### src/lbmc_pkg.sv
package lbmc_pkg;

    localparam int DW      = 32;
    localparam int N_DIR   = 9;
    localparam int OMEGA_W = 16;

    localparam logic [OMEGA_W-1:0] RELAX_RESET = 16'd29491;

    // Pipeline depths of the sub-units, in register stages.
    localparam int DIV_LAT    = 34;
    localparam int SQRT_LAT   = 32;
    localparam int EQ_LAT     = 14;
    localparam int EQ_USQ_TAP = 2;

    // Constant divider inside the equilibrium unit: 6 stages of 7 bits.
    localparam int CDIV_W     = 42;
    localparam int CDIV_CHUNK = 7;
    localparam int CDIV_STG   = CDIV_W / CDIV_CHUNK;

    typedef logic [N_DIR-1:0][DW-1:0] t_dvec;

    localparam int DIR_X [N_DIR] = '{0, 1, 0, -1, 0, 1, -1, -1, 1};
    localparam int DIR_Y [N_DIR] = '{0, 0, 1, 0, -1, 1, 1, -1, -1};
    localparam int MIRROR_OF [N_DIR] = '{0, 3, 4, 1, 2, 7, 8, 5, 6};
    localparam logic [5:0] W_DEN [N_DIR] = '{6'd9, 6'd9, 6'd9, 6'd9, 6'd9,
                                             6'd36, 6'd36, 6'd36, 6'd36};

    typedef struct packed {
        logic [5:0]            rem;
        logic [CDIV_CHUNK-1:0] q;
    } t_dchunk;

    typedef struct packed {
        logic neg;
        logic ovf;
        logic zero;
    } t_div_ctl;

    function automatic logic signed [DW-1:0] sat32(input logic signed [63:0] v);
        if (v > 64'sd2147483647) begin
            return 32'sh7fffffff;
        end else if (v < -64'sd2147483648) begin
            return 32'sh80000000;
        end
        return v[DW-1:0];
    endfunction

    // Seven restoring steps of a division by a small constant.
    function automatic t_dchunk div_chunk(input logic [5:0] rem,
                                          input logic [CDIV_CHUNK-1:0] bits,
                                          input logic [5:0] d);
        t_dchunk    res;
        logic [6:0] s;
        res.rem = rem;
        res.q   = '0;
        for (int j = CDIV_CHUNK - 1; j >= 0; j--) begin
            s = {res.rem, bits[j]};
            if (s >= {1'b0, d}) begin
                s = s - {1'b0, d};
                res.q[j] = 1'b1;
            end
            res.rem = s[5:0];
        end
        return res;
    endfunction

endpackage

### src/lbmc_sqrt.sv
module lbmc_sqrt import lbmc_pkg::*; (
    input  logic          i_clk,
    input  logic          i_en,
    input  logic [63:0]   i_rad,
    output logic [DW-1:0] o_root
);
    // Bit-pair restoring square root, one result bit per stage.
    logic [63:0] r_v [SQRT_LAT];
    logic [63:0] r_r [SQRT_LAT];
    logic [63:0] n_v [SQRT_LAT];
    logic [63:0] n_r [SQRT_LAT];
    logic [63:0] v_in, r_in, bitv;
    logic [64:0] trial;

    always_comb begin
        for (int k = 0; k < SQRT_LAT; k++) begin
            v_in  = (k == 0) ? i_rad : r_v[(k == 0) ? 0 : k-1];
            r_in  = (k == 0) ? 64'd0 : r_r[(k == 0) ? 0 : k-1];
            bitv  = 64'd1 << (62 - 2 * k);
            trial = {1'b0, r_in} + {1'b0, bitv};
            if ({1'b0, v_in} >= trial) begin
                n_v[k] = v_in - trial[63:0];
                n_r[k] = (r_in >> 1) + bitv;
            end else begin
                n_v[k] = v_in;
                n_r[k] = r_in >> 1;
            end
        end
    end

    always_ff @(posedge i_clk) begin
        if (i_en) begin
            for (int k = 0; k < SQRT_LAT; k++) begin
                r_v[k] <= n_v[k];
                r_r[k] <= n_r[k];
            end
        end
    end

    assign o_root = r_r[SQRT_LAT-1][DW-1:0];
endmodule

### config.mk
export PLATFORM = sky130hd
export DESIGN_NAME = lbmc_sqrt
export DESIGN_NICKNAME = d
export VERILOG_FILES = /design/src/lbmc_pkg.sv /design/src/lbmc_sqrt.sv
export SDC_FILE = /design/constraint.sdc
export NUM_CORES = 2
export LEC_CHECK = 0
export BUFFER_PORTS_ARGS = -buffer_cell sky130_fd_sc_hd__buf_2
export CELL_PAD_IN_SITES_DETAIL_PLACEMENT = 1
export CELL_PAD_IN_SITES_GLOBAL_PLACEMENT = 1
export CORE_MARGIN = 5
export CORE_UTILIZATION = 57
export CTS_CLUSTER_DIAMETER = 40
export DETAILED_ROUTE_END_ITERATION = 7
export PLACE_DENSITY_LB_ADDON = 0.08
export SYNTH_ARGS = -nofsm -noshare
export SYNTH_HDL_FRONTEND = slang
export SYNTH_SLANG_ARGS = --single-unit
### constraint.sdc
create_clock -name i_clk -period 6.58 [get_ports i_clk]
set_input_delay 0.987 -clock i_clk [delete_from_list [all_inputs] [get_ports i_clk]]
set_output_delay 0.987 -clock i_clk [all_outputs]
set_load 0.005 [all_outputs]
# After elaboration in Yosys (flattened, before gate mapping)
# Memory sizes are Yosys's and may differ from the RTL's.
# Index checks and enable logic that the tools add are counted.
[word_totals]
register_bits = 0
mem_bits_rw = 4096
word_cells = 194
n_memories = 2
[memory_table]
columns = ["name", "words", "width", "read_ports", "rd_ports_with_merged_regs", "write_ports", "line_no", "source"]
rows = [
  ["r_r", 32, 64, 32, 0, 32, "lbmc_sqrt.sv:9", "logic [63:0] r_r [SQRT_LAT];"],
  ["r_v", 32, 64, 31, 0, 32, "lbmc_sqrt.sv:8", "logic [63:0] r_v [SQRT_LAT];"],
]
[op_classes]
addsub = 94
order_cmp = 32
muxes = 66
[op_table]
columns = ["operator", "n"]
rows = [
  ["2-to-1 mux 64 bit", 63],
  ["greater-or-equal comparator 64 x 65 -> 1 bit", 31],
  ["subtractor 64 bit", 31],
  ["adder 64 x 1 -> 65 bit (second input constant)", 1],
  ["adder 64 x 11 -> 65 bit (second input constant)", 1],
  ["adder 64 x 13 -> 65 bit (second input constant)", 1],
  ["adder 64 x 15 -> 65 bit (second input constant)", 1],
  ["adder 64 x 17 -> 65 bit (second input constant)", 1],
  ["adder 64 x 19 -> 65 bit (second input constant)", 1],
  ["adder 64 x 21 -> 65 bit (second input constant)", 1],
  ["adder 64 x 23 -> 65 bit (second input constant)", 1],
  ["adder 64 x 25 -> 65 bit (second input constant)", 1],
  ["adder 64 x 27 -> 65 bit (second input constant)", 1],
  ["adder 64 x 29 -> 65 bit (second input constant)", 1],
  ["adder 64 x 3 -> 65 bit (second input constant)", 1],
  ["adder 64 x 31 -> 65 bit (second input constant)", 1],
  ["adder 64 x 33 -> 65 bit (second input constant)", 1],
  ["adder 64 x 35 -> 65 bit (second input constant)", 1],
  ["adder 64 x 37 -> 65 bit (second input constant)", 1],
  ["adder 64 x 39 -> 65 bit (second input constant)", 1],
  ["adder 64 x 41 -> 65 bit (second input constant)", 1],
  ["adder 64 x 43 -> 65 bit (second input constant)", 1],
  ["adder 64 x 45 -> 65 bit (second input constant)", 1],
  ["adder 64 x 47 -> 65 bit (second input constant)", 1],
  ["other kinds (45)", 46],
]

# Logic depth before layout (Yosys ltp)
# An unclocked memory read counts as a cell.
[depth]
depth_word = 4
depth_mapped = 15

# Least setup slack after synthesis
# Ideal clock, no wire load.
[synth_timing]
kind = "flip-flop to flip-flop"
start = "mem r_v[18][54], in the netlist r_v[1][182]"
end = "mem r_v[19][58], in the netlist r_v[1][250], data pin"
arrival_ps = 3429
path_slack_ps = 2885
stages_incl_launch_ff = 11
n_path_buf = 0
path_cell_list = "edfxtp_1 > or4_1 > or3_4 > or3_4 > or3_1 > or4b_1 > or4_4 > nor4b_4 > nand3_1 > nor3_1 > xor2_1"
[synth_rtl]
columns = ["element", "line_no"]
rows = [
  ["from (decl)", "lbmc_sqrt.sv:8"],
]

==> metrics.yaml <==
run_status:
  status: "finished clean"
synthesis:
  synth.area.top_cells: "edfxtp_1 (63%), ha_1 (5.8%), xnor2_1 (3.4%)"
  synthMostInstantiatedCell: "edfxtp_1"
  synth_cells: 9505
  synth-main-ff-cell: "edfxtp_1"
  yosys.area.top_type_share: 0.627
  syn-num-nets: 10100
  yosysTopAreaCell: "edfxtp_1"
  async_reset_ff_frac: 0
  synth-seq-cells: 2512
  yosysSeqAreaShare: 0.627
  synth.distinct_cells: 93
  synth_edf_count: 2512
  syn_area_mm2: 0.120
  postSynthAreaPerCell_um2: 12.7
  synth_common_cells: "edfxtp_1 (2,512), inv_1 (673), a21oi_1 (630)"
  yosysWarnings: 0
clocking:
  cts_hold_buf: 0
  post_cts_resized: 0
  numCtsBuffers: 387
  clkTransAtPathRegs_ps: 60
  htreeDepth: 5
  cts_root_buffer: "clkbuf_16"
  clkSinkCount: 2512
  post_cts_buffers: 0
  cts.path.max_buffers: 4
  tritoncts: "yes"
  clock_latency_ps: 970
detailed_routing:
  drc: 0
  routedWlPerCell_um: 27.3
  detail-route-antenna-nets: 0
  routed-via-count: 81900
  via_per_inst: 6.31
  first_pass_iters: 7
  finalWirelength_um: 354000
  first_iter_violations: 7873
floorplanning:
  die_area_mm2: 0.220
  start_util: 0.573
  ios: 98
  rows: 168
  die_height_um: 469
  dieWidth_um: 469
  core_mm2: 0.210
pwr:
  p_per_area_mw_per_mm2: 389
  power_leakage_nw: 52.0
  ir_drop_mv: 0.303
worst_setup_path:
  end_kind: "flip-flop"
  path_class: "flip-flop to flip-flop"
  max_stage_delay_ps: 950
  r2r_slack_ps: 1390
  cp_max_fo: 55
  cp.required_ps: 7220
  cp_cell_sequence: "ha_1, nor4b_1, nand2_1, nor4bb_1, nand4b_1, and4_1, o31ai_4, buf_4, nor4b_2, nand2b_1, nor4_1, xor2_1"
  crit_slowest_cell: "nor4bb_1"
  critPathArrivalTime_ps: 5820
  worstSetupStartpointType: "flip-flop"
timing:
  fin_setup_tns_ps: 0
  finalCriticalPeriod_ps: 5190
  drv_slew: 0
  grt_setup_unrepaired: "false"
  whs_ps: 225
  worst_pin_slew_ps: 1270
  hold_viol: 0
  relSlewSlack: 0.132
  skew_ps: 86.5
  setup_violations: 0
  min_period_over_period: 0.788
  max_freq_mhz: 193
final_layout:
  syn2layout_area_growth_pct: 13.9
  seqCellArea_mm2: 0.0754
  multi_input_area_mm2: 0.0416
  postLayoutCoreUtil: 0.653
  drive_gt1_frac: 0.0952
  num-nets-final: 10500
  fill_cells: 20200
global_route:
  grt_use_met2: 0.540
  grt_antenna_before_repair: 21
  grtUsageMet1: 0.414
  grt_start_max_net_pins: 197
  grt_pass1_vias: 85600
  busiest_layer: "met2"
  track_usage: 0.312
  grt-ovfl-total: 0
  grt_pass1_wl_um: 535000
  grt_util_met3: 0.0414
hold_path:
  hp-class: "primary input to flip-flop"
placed_design:
  place_hpwl_um: 245000
  globalplace.congestion: 0.908
  io_buffer_count: 97
job:
  cap_violations: 0
==> cell families after synthesis <==
logic type / after synthesis / share of synthesized area
muxes: 99 / 0.00932
and+or+nand+nor: 2760 / 0.119
buffers and inverters: 872 / 0.0276
xor gates and xnor gates: 884 / 0.0644
adders and majority gates: 558 / 0.0580
DFF: 2512 / 0.627
AOI/OAI and AO/OA: 1820 / 0.0947
==> metrics by stage <==
step                      instance area (um2)  power [mW]  instances  setup WS, ps
after floorplan                        120000        28.9       9505          2890
after global placement                 124000        32.3      12300          1750
after detailed placement               124000        32.7      12300          1630
after CTS                              137000        53.4      13000          1370
after global routing                   137000        55.4      13000          1040
final                                  137000        53.3      13000          1390
==> layout by cell type, fill, tap and decap left out, types with 175 or more instances in the layout <==
master | Yosys | routed
a21oi_1 | 630 | 629
xnor2_1 | 471 | 471
nor3_1 | 250 | 250
inv_1 | 673 | 673
nor2_1 | 622 | 622
nand2_1 | 553 | 553
nand3_1 | 175 | 175
xor2_1 | 413 | 413
edfxtp_1 | 2512 | 2512
nor4_1 | 344 | 342
o21ai_0 | 387 | 386
ha_1 | 558 | 558
clkbuf_16 | 0 | 391
a21o_1 | 269 | 269
==> power breakdown <==
group	switching, mW	total, mW	internal, mW
registers	1.84	22.2	20.4
clock network	7.86	20.4	12.5
logic	6.47	10.6	4.17
==> state kept, by name (all words and copies together) (netlist names) <==
signal and cells:
r_r 528, r_v 1984
==> layout make-up <==
| cell class | instances | share of cell area |
|---|---|---|
| clock inverters | 264 | 0.0207 |
| inverters | 677 | 0.0185 |
| diodes | 2 | 0.0000365 |
| well taps | 2805 | 0.0256 |
| flip-flops and latches | 2512 | 0.550 |
| repair buffers | 166 | 0.00835 |
| clock buffers | 429 | 0.0724 |
| multi-input cells | 6121 | 0.304 |
==> worst max-delay path: cells and delay by family (launching register included) <==
| kind | cells | cell delay (ps) |
|---|---|---|
| buf+inv | 1 | 580 |
| compound gates | 1 | 60 |
| simple gates | 8 | 3230 |
| flops | 1 | 420 |
| xor+xnor | 1 | 150 |
| fa+ha+maj | 1 | 420 |
==> metal layers <==
metal | up-vias | share of wire
li1 | 36500 | -
met1 | 41600 | 0.41
met2 | 3020 | 0.50
met3 | 714 | 0.058
met4 | 12 | 0.031
met5 | - | 0.00023
==> final timing paths <==
check	to	cells after the start	startpoint
setup / recovery	r_v[1][759]	12	r_v[1][651]
hold / removal	r_v[0][19]	1	i_rad[19]
setup reg to reg	r_v[1][759]	12	r_v[1][651]
hold reg to reg	r_r[0][942]	0	r_r[0][879]
(Power assumes the default switching activity.)
