File: src/lbmc_pkg.sv
package lbmc_pkg;

    localparam int DW      = 32;
    localparam int N_DIR   = 9;
    localparam int OMEGA_W = 16;

    localparam logic [OMEGA_W-1:0] RELAX_RESET = 16'd29491;

    // Pipeline depths of the sub-units, in register stages.
    localparam int DIV_LAT    = 34;
    localparam int SQRT_LAT   = 32;
    localparam int EQ_LAT     = 14;
    localparam int EQ_USQ_TAP = 2;

    // Constant divider inside the equilibrium unit: 6 stages of 7 bits.
    localparam int CDIV_W     = 42;
    localparam int CDIV_CHUNK = 7;
    localparam int CDIV_STG   = CDIV_W / CDIV_CHUNK;

    typedef logic [N_DIR-1:0][DW-1:0] t_dvec;

    localparam int DIR_X [N_DIR] = '{0, 1, 0, -1, 0, 1, -1, -1, 1};
    localparam int DIR_Y [N_DIR] = '{0, 0, 1, 0, -1, 1, 1, -1, -1};
    localparam int MIRROR_OF [N_DIR] = '{0, 3, 4, 1, 2, 7, 8, 5, 6};
    localparam logic [5:0] W_DEN [N_DIR] = '{6'd9, 6'd9, 6'd9, 6'd9, 6'd9,
                                             6'd36, 6'd36, 6'd36, 6'd36};

    typedef struct packed {
        logic [5:0]            rem;
        logic [CDIV_CHUNK-1:0] q;
    } t_dchunk;

    typedef struct packed {
        logic neg;
        logic ovf;
        logic zero;
    } t_div_ctl;

    function automatic logic signed [DW-1:0] sat32(input logic signed [63:0] v);
        if (v > 64'sd2147483647) begin
            return 32'sh7fffffff;
        end else if (v < -64'sd2147483648) begin
            return 32'sh80000000;
        end
        return v[DW-1:0];
    endfunction

    // Seven restoring steps of a division by a small constant.
    function automatic t_dchunk div_chunk(input logic [5:0] rem,
                                          input logic [CDIV_CHUNK-1:0] bits,
                                          input logic [5:0] d);
        t_dchunk    res;
        logic [6:0] s;
        res.rem = rem;
        res.q   = '0;
        for (int j = CDIV_CHUNK - 1; j >= 0; j--) begin
            s = {res.rem, bits[j]};
            if (s >= {1'b0, d}) begin
                s = s - {1'b0, d};
                res.q[j] = 1'b1;
            end
            res.rem = s[5:0];
        end
        return res;
    endfunction

endpackage

File: src/lbmc_div.sv
module lbmc_div import lbmc_pkg::*; (
    input  logic                 i_clk,
    input  logic                 i_en,
    input  logic signed [34:0]   i_num,
    input  logic signed [DW-1:0] i_den,
    output logic signed [DW-1:0] o_quo
);
    // Computes sat32((num * 2^24) / den), truncating toward zero; 0 when den is 0.
    // One quotient bit per stage on magnitudes.
    logic [DW-1:0] r_rem [0:DW];
    logic [DW-1:0] r_lo  [0:DW];
    logic [DW-1:0] r_q   [0:DW];
    logic [DW-1:0] r_dm  [0:DW];
    t_div_ctl      r_ctl [0:DW];
    logic signed [DW-1:0] r_quo;

    logic [34:0]   num_mag;
    logic [57:0]   n_nmag;
    logic [DW-1:0] n_dmag;
    t_div_ctl      n_ctl;
    logic [DW-1:0] n_rem [1:DW];
    logic [DW-1:0] n_q   [1:DW];
    logic [32:0]   sh;
    logic signed [DW-1:0] n_quo;

    always_comb begin
        num_mag    = i_num[34] ? 35'(-i_num) : 35'(i_num);
        n_nmag     = {num_mag[33:0], 24'b0};
        n_dmag     = i_den[DW-1] ? DW'(-i_den) : DW'(i_den);
        n_ctl.neg  = i_num[34] ^ i_den[DW-1];
        n_ctl.ovf  = {6'b0, n_nmag[57:32]} >= n_dmag;
        n_ctl.zero = (i_den == '0);
    end

    always_comb begin
        for (int k = 0; k < DW; k++) begin
            sh = {r_rem[k], r_lo[k][DW-1]};
            if (sh >= {1'b0, r_dm[k]}) begin
                sh = sh - {1'b0, r_dm[k]};
                n_q[k+1] = {r_q[k][DW-2:0], 1'b1};
            end else begin
                n_q[k+1] = {r_q[k][DW-2:0], 1'b0};
            end
            n_rem[k+1] = sh[DW-1:0];
        end
    end

    always_comb begin
        if (r_ctl[DW].zero) begin
            n_quo = '0;
        end else if (!r_ctl[DW].neg) begin
            n_quo = (r_ctl[DW].ovf || r_q[DW][DW-1]) ? 32'sh7fffffff : $signed(r_q[DW]);
        end else if (r_ctl[DW].ovf || r_q[DW] > 32'h80000000) begin
            n_quo = 32'sh80000000;
        end else begin
            n_quo = $signed(DW'(~r_q[DW] + 32'd1));
        end
    end

    always_ff @(posedge i_clk) begin
        if (i_en) begin
            r_rem[0] <= {6'b0, n_nmag[57:32]};
            r_lo[0]  <= n_nmag[31:0];
            r_q[0]   <= '0;
            r_dm[0]  <= n_dmag;
            r_ctl[0] <= n_ctl;
            for (int k = 1; k <= DW; k++) begin
                r_rem[k] <= n_rem[k];
                r_q[k]   <= n_q[k];
                r_lo[k]  <= {r_lo[k-1][DW-2:0], 1'b0};
                r_dm[k]  <= r_dm[k-1];
                r_ctl[k] <= r_ctl[k-1];
            end
            r_quo <= n_quo;
        end
    end

    assign o_quo = r_quo;
endmodule

File: config.mk
export PLATFORM = sky130hd
export DESIGN_NAME = lbmc_div
export DESIGN_NICKNAME = d
export VERILOG_FILES = /design/src/lbmc_pkg.sv /design/src/lbmc_div.sv
export SDC_FILE = /design/constraint.sdc
export NUM_CORES = 2
export LEC_CHECK = 0
export ABC_AREA = 0
export ABC_CLOCK_PERIOD_IN_PS = 9600
export BUFFER_PORTS_ARGS = -buffer_cell sky130_fd_sc_hd__buf_2
export CAP_MARGIN = 20
export CORE_MARGIN = 10
export CORE_UTILIZATION = 54
export DETAILED_ROUTE_END_ITERATION = 7
export PLACE_DENSITY = 0.7
export REMOVE_ABC_BUFFERS = 1
export SLEW_MARGIN = 20
export SYNTH_ARGS = -nofsm -noshare
export SYNTH_HDL_FRONTEND = slang
export SYNTH_MEMORY_MAX_BITS = 65536
export SYNTH_SLANG_ARGS = --single-unit
File: constraint.sdc
create_clock -name i_clk -period 9.6 [get_ports i_clk]
set_clock_uncertainty 0.1 [all_clocks]
set_input_delay 0.96 -clock i_clk [delete_from_list [all_inputs] [get_ports i_clk]]
set_output_delay 0.96 -clock i_clk [all_outputs]
set_load 0.1 [all_outputs]
# Word level (Yosys, flattened, before mapping)
# Memories as Yosys holds them, arrays and structs flattened.
# Cells that the tools add are included.
[totals]
inputBits = 69
reg_bits = 32
wordCells = 151
n_memories = 5
ramBits = 4290
output_inout_bits = 32
[memory_table]
columns = ["name", "depth", "width", "read_ports", "rd_ports_with_merged_regs", "write_ports", "line_no", "source"]
rows = [
  ["r_dm", 33, 32, 32, 0, 33, "lbmc_div.sv:13", "logic [DW-1:0] r_dm [0:DW];"],
  ["r_q", 33, 32, 33, 0, 33, "lbmc_div.sv:12", "logic [DW-1:0] r_q [0:DW];"],
  ["r_rem", 33, 32, 32, 0, 33, "lbmc_div.sv:10", "logic [DW-1:0] r_rem [0:DW];"],
  ["r_lo", 33, 31, 32, 0, 33, "lbmc_div.sv:11", "logic [DW-1:0] r_lo [0:DW];"],
  ["r_ctl", 33, 3, 33, 0, 33, "lbmc_div.sv:14", "t_div_ctl r_ctl [0:DW];"],
]
[classes]
mux = 71
add_sub_neg = 35
order_cmp = 34
bitwise = 2
n_reduce_logical = 3
[ops]
columns = ["op", "n"]
rows = [
  ["$mux W32", 36],
  ["$ge A33 B32 Y1", 32],
  ["$sub A32 B32 Y32", 32],
  ["$mux W1", 34],
  ["$mux W34", 1],
  ["$neg A34 Y34", 1],
  ["$add A32 B1 Y32 const B", 1],
  ["$ge A26 B32 Y1", 1],
  ["$gt A32 B32 Y1 const B", 1],
  ["$logic_not A32 Y1", 1],
  ["$neg A32 Y32", 1],
  ["$not A32 Y32", 1],
  ["$logic_or A1 B1 Y1", 2],
  ["$xor A1 B1 Y1", 1],
]

# Depth between registers and ports, before layout
# An unclocked memory read counts as a cell.
[logic_depth]
word_depth = 5
mapped_depth = 17
ltp_nobuf = 17

# Worst setup path before layout
# OpenSTA, ideal clock, no wires.
[synth_path]
kind = "in2reg"
start = "input i_num[12]"
end = "memory r_ctl[0][1] (netlist name), data pin"
path_slack_ps = 4653
setup_time_ps = 261
arrival_time_ps = 4586
t_required_ps = 9239
path_buffers = 0
stages = 14
path_cell_list = "or4_1 > or3_1 > nor4b_2 > nand3_1 > or2_2 > o41ai_1 > xnor2_1 > ha_1 > a21o_1 > a21o_1 > a21oi_1 > o311ai_0 > o311a_1 > o311a_1"
[synth_lines]
columns = ["item", "line_no", "source"]
rows = [
  ["from (decl)", "lbmc_div.sv:4", "input logic signed [34:0] i_num,"],
  ["to (decl)", "lbmc_div.sv:14", ""],
]

==> results.md <==
- Comb power frac: 0.441
- Die area: 299200 um^2
- Final cell area excluding filler cells: 164300 um^2
- Rel. slew slack: 0.2192
- Die H: 547 um
- Vias in the first global route: 97290
- Grt total ovfl: 0
- Filler cell count: 22300
- Cell Int Power: 34320 uW
- Clock power share: 0.208
- CP endpoint kind: register
- EDFF count, synth: 2737
- Drt wl/cell: 21.01 um
- Critical path class: reg2reg
- R2R setup slack: 4.77 ns
- Worst Path Required: 10.12 ns
- Post-Syn Instances: 13070
- Rows: 193
- Worst Hold Class: in2reg
- Placed insts: 16620
- Avg Inst Size Synth: 11.47 um^2
- Die W: 547 um
- Outcome: finished, final reports clean
- R2R depth: 11
- Critical Path End: r_rem[0][388]$_DFFE_PP_
- CP max FO: 53
- Mapped cell area: 150000 um^2
- Sequential share of power: 0.351
- Power per cell area: 335.3 nW/um^2
- Netlist cell types: 107
- Period utilisation layout: 0.5028
- Net Sw Frac: 0.3770
- Post-route ant nets: 0
- Synth Register Bits: 2737
- Setup tns final: 0 ns
- RR Endpoint: r_rem[0][388]$_DFFE_PP_
- Detailed Place HPWL: 267.1 mm
- Area post-placement: 154500 um^2
- FF-to-FF Start: r_rem[0][357]$_DFFE_PP_
- Core Box Area: 276500 um^2
- Number of DRC markers in iteration 0: 9283
- Area grow syn2layout: 9.547%
- Slew Limit Fails: 0
- Worst-path clk slew: 0.07 ns
- Initial Utilization: 0.5424
- Peak VDD IR: 0.1797 mV
- Post-CTS setup buffer count: 0
- Slew @ Worst Pin: 1.161 ns
- Asr flop ratio synth: 0
- Hold-fix buffer count after cts: 0
- Leakage: 0.06657 uW
- Maximum clock path buffer count: 4
- Most frequent cells in the layout: edfxtp_1 (2737), inv_1 (1318), a21oi_1 (1055), ha_1 (1047), nand2_1 (904)
- Layout cells sized above 1: 0.07909
- CTS Buf Count: 299
- Global-route wire length before repair: 560.3 mm
- CTS tree: done
- # IOs: 101
- Critical Path Start: r_rem[0][357]$_DFFE_PP_
- Final setup fails: 0
- 1st-pass router iterations: 6
- Via/cell ratio: 5.901
- Power Total: 55090 uW
- Tot GR Track Use: 0.2318
- Non-Filler Instances: 17160
- # nets final: 14360
- Most common cell after layout, fill and taps aside: edfxtp_1
- Clk Latency, worst-skew pair: 0.92 ns
- RSZ-0062 raised after global routing: no
- CTS resizes: 0
- Clk sinks: 2737
- Synth warn: 0
- Max-cap violations: 0
- DRC: 0
- Routed vias: 101300
- Sequential share of the synthesized area: 0.5480
- Gpl congestion: 0.9537
- Largest net degree at the start of global routing: 192
- WP data arrival: 5.34 ns
- CTS root buf: clkbuf_16
- Fmax: 207.2 MHz
- Final Hold Violating Endpoints: 0
- Main synth FF type: edfxtp_1
- Startpoint types: register
- Sw Pwr: 20770 uW
- Post-Route WL: 360.6 mm
- Port Buffers: 100
- H-tree depth: 5
- Post-route minimum period: 4.827 ns
- Initial antenna violation count: 11
-- synthesized netlist by cell type, drive strengths merged (54+ instances only) --
library cell	instances	area, um^2
edfxtp	2737	82190
inv	1319	4951
a21oi	1061	5321
ha	1047	13100
nand2	905	3397
o21ai	825	4133
nor2	752	2823
a21o	536	4024
xnor2	518	4537
mux2	352	4061
xor2	347	3039
clkbuf	240	904.6
nand3	210	1051
nor3	173	870.8
o21a	161	1209
nand4	153	957.2
nand2b	147	919.6
nor2b	135	844.6
o21bai	134	1006
a31oi	101	653.1
and3	100	625.6
o31ai	93	721.9
a211oi	90	690.7
buf	77	411.6
o211ai	55	417.9
or3	54	342.8
-- state kept, by name (all words and copies together) (netlist names) --
name   cells
o_quo     32
r_ctl     99
r_dm    1024
r_lo      36
r_q      528
r_rem   1018
-- critical path, cell delays in order, from the launching register on --
cell	delay, ns
edfxtp_1	0.39
ha_1	0.38
a21o_1	0.20
a21oi_1	0.32
nor3b_1	0.29
a211oi_1	0.18
a2111oi_0	0.86
nor3_1	0.28
o311ai_0	0.36
and3_2	0.31
buf_4	0.45
mux2_2	0.39
-- worst min-delay path by stage --
stage	startpoint	endpoint	slack, ns	cells past startpoint
finish	i_num[0]	r_lo[0][23]$_DFFE_PP_	0.19	1
global route	i_num[0]	r_lo[0][23]$_DFFE_PP_	0.15	1
CTS	i_num[0]	r_lo[0][23]$_DFFE_PP_	0.12	1
detailed placement	r_ctl[0][4]$_DFFE_PP_	r_ctl[1][1]$_DFFE_PP_	0.30	0
global placement	r_ctl[7][1]$_DFFE_PP_	r_ctl[7][4]$_DFFE_PP_	0.30	0
floorplan	r_ctl[0][0]$_DFFE_PP_	r_ctl[0][3]$_DFFE_PP_	0.30	0
-- stage by stage --
stage | hold slack (ns) | setup WS [ns] | utilization
after floorplan | 0.3003 | 3.413 | -
after global routing | 0.1481 | 4.326 | 0.5942
after detailed placement | 0.3045 | 3.997 | 0.5590
after global placement | 0.3010 | 3.979 | 0.5590
after CTS | 0.1212 | 4.648 | 0.5941
final | 0.1918 | 4.773 | 0.5942
-- metal layers --
metal  GRT usage  routed length [um]
met4     0.05677                8320
met5           0                  13
met2      0.3634              162600
met3     0.03391               22850
met1      0.3410              166800
-- final cells by class --
| cell class | instances | area (um^2) | area share |
|---|---|---|---|
| sequential | 2737 | 82190 | 0.5003 |
| multi-input combinational | 8700 | 61640 | 0.3752 |
| clock buffer | 358 | 7831 | 0.04767 |
| inverter | 1319 | 4951 | 0.03014 |
| tap | 3705 | 4636 | 0.02822 |
| clock inverter | 180 | 1899 | 0.01156 |
| timing repair buffer | 159 | 1134 | 0.006900 |
| antenna | 4 | 10.01 | 0.00006093 |
-- kinds of logic after synthesis --
| kind of cell | count (synthesis) | share of synthesized area |
|---|---|---|
| xor gates and xnor gates | 865 | 0.05052 |
| AOI/OAI and AO/OA | 3489 | 0.1473 |
| and+or+nand+nor | 2887 | 0.09183 |
| muxes | 381 | 0.02902 |
| adders and majority gates | 1078 | 0.09149 |
| buffers and inverters | 1636 | 0.04179 |
| DFF | 2737 | 0.5480 |
-- power groups by stage --
stage / Combinational, uW / Sequential [uW] / Clock [uW]
finish: 24300 / 19400 / 11500
global route: 26900 / 19600 / 12200
CTS: 24000 / 19400 / 11800
detailed placement: 23800 / 19600 / 0
global placement: 23200 / 19600 / 0
floorplan: 18300 / 18500 / 0
(Power assumes the default switching activity.)
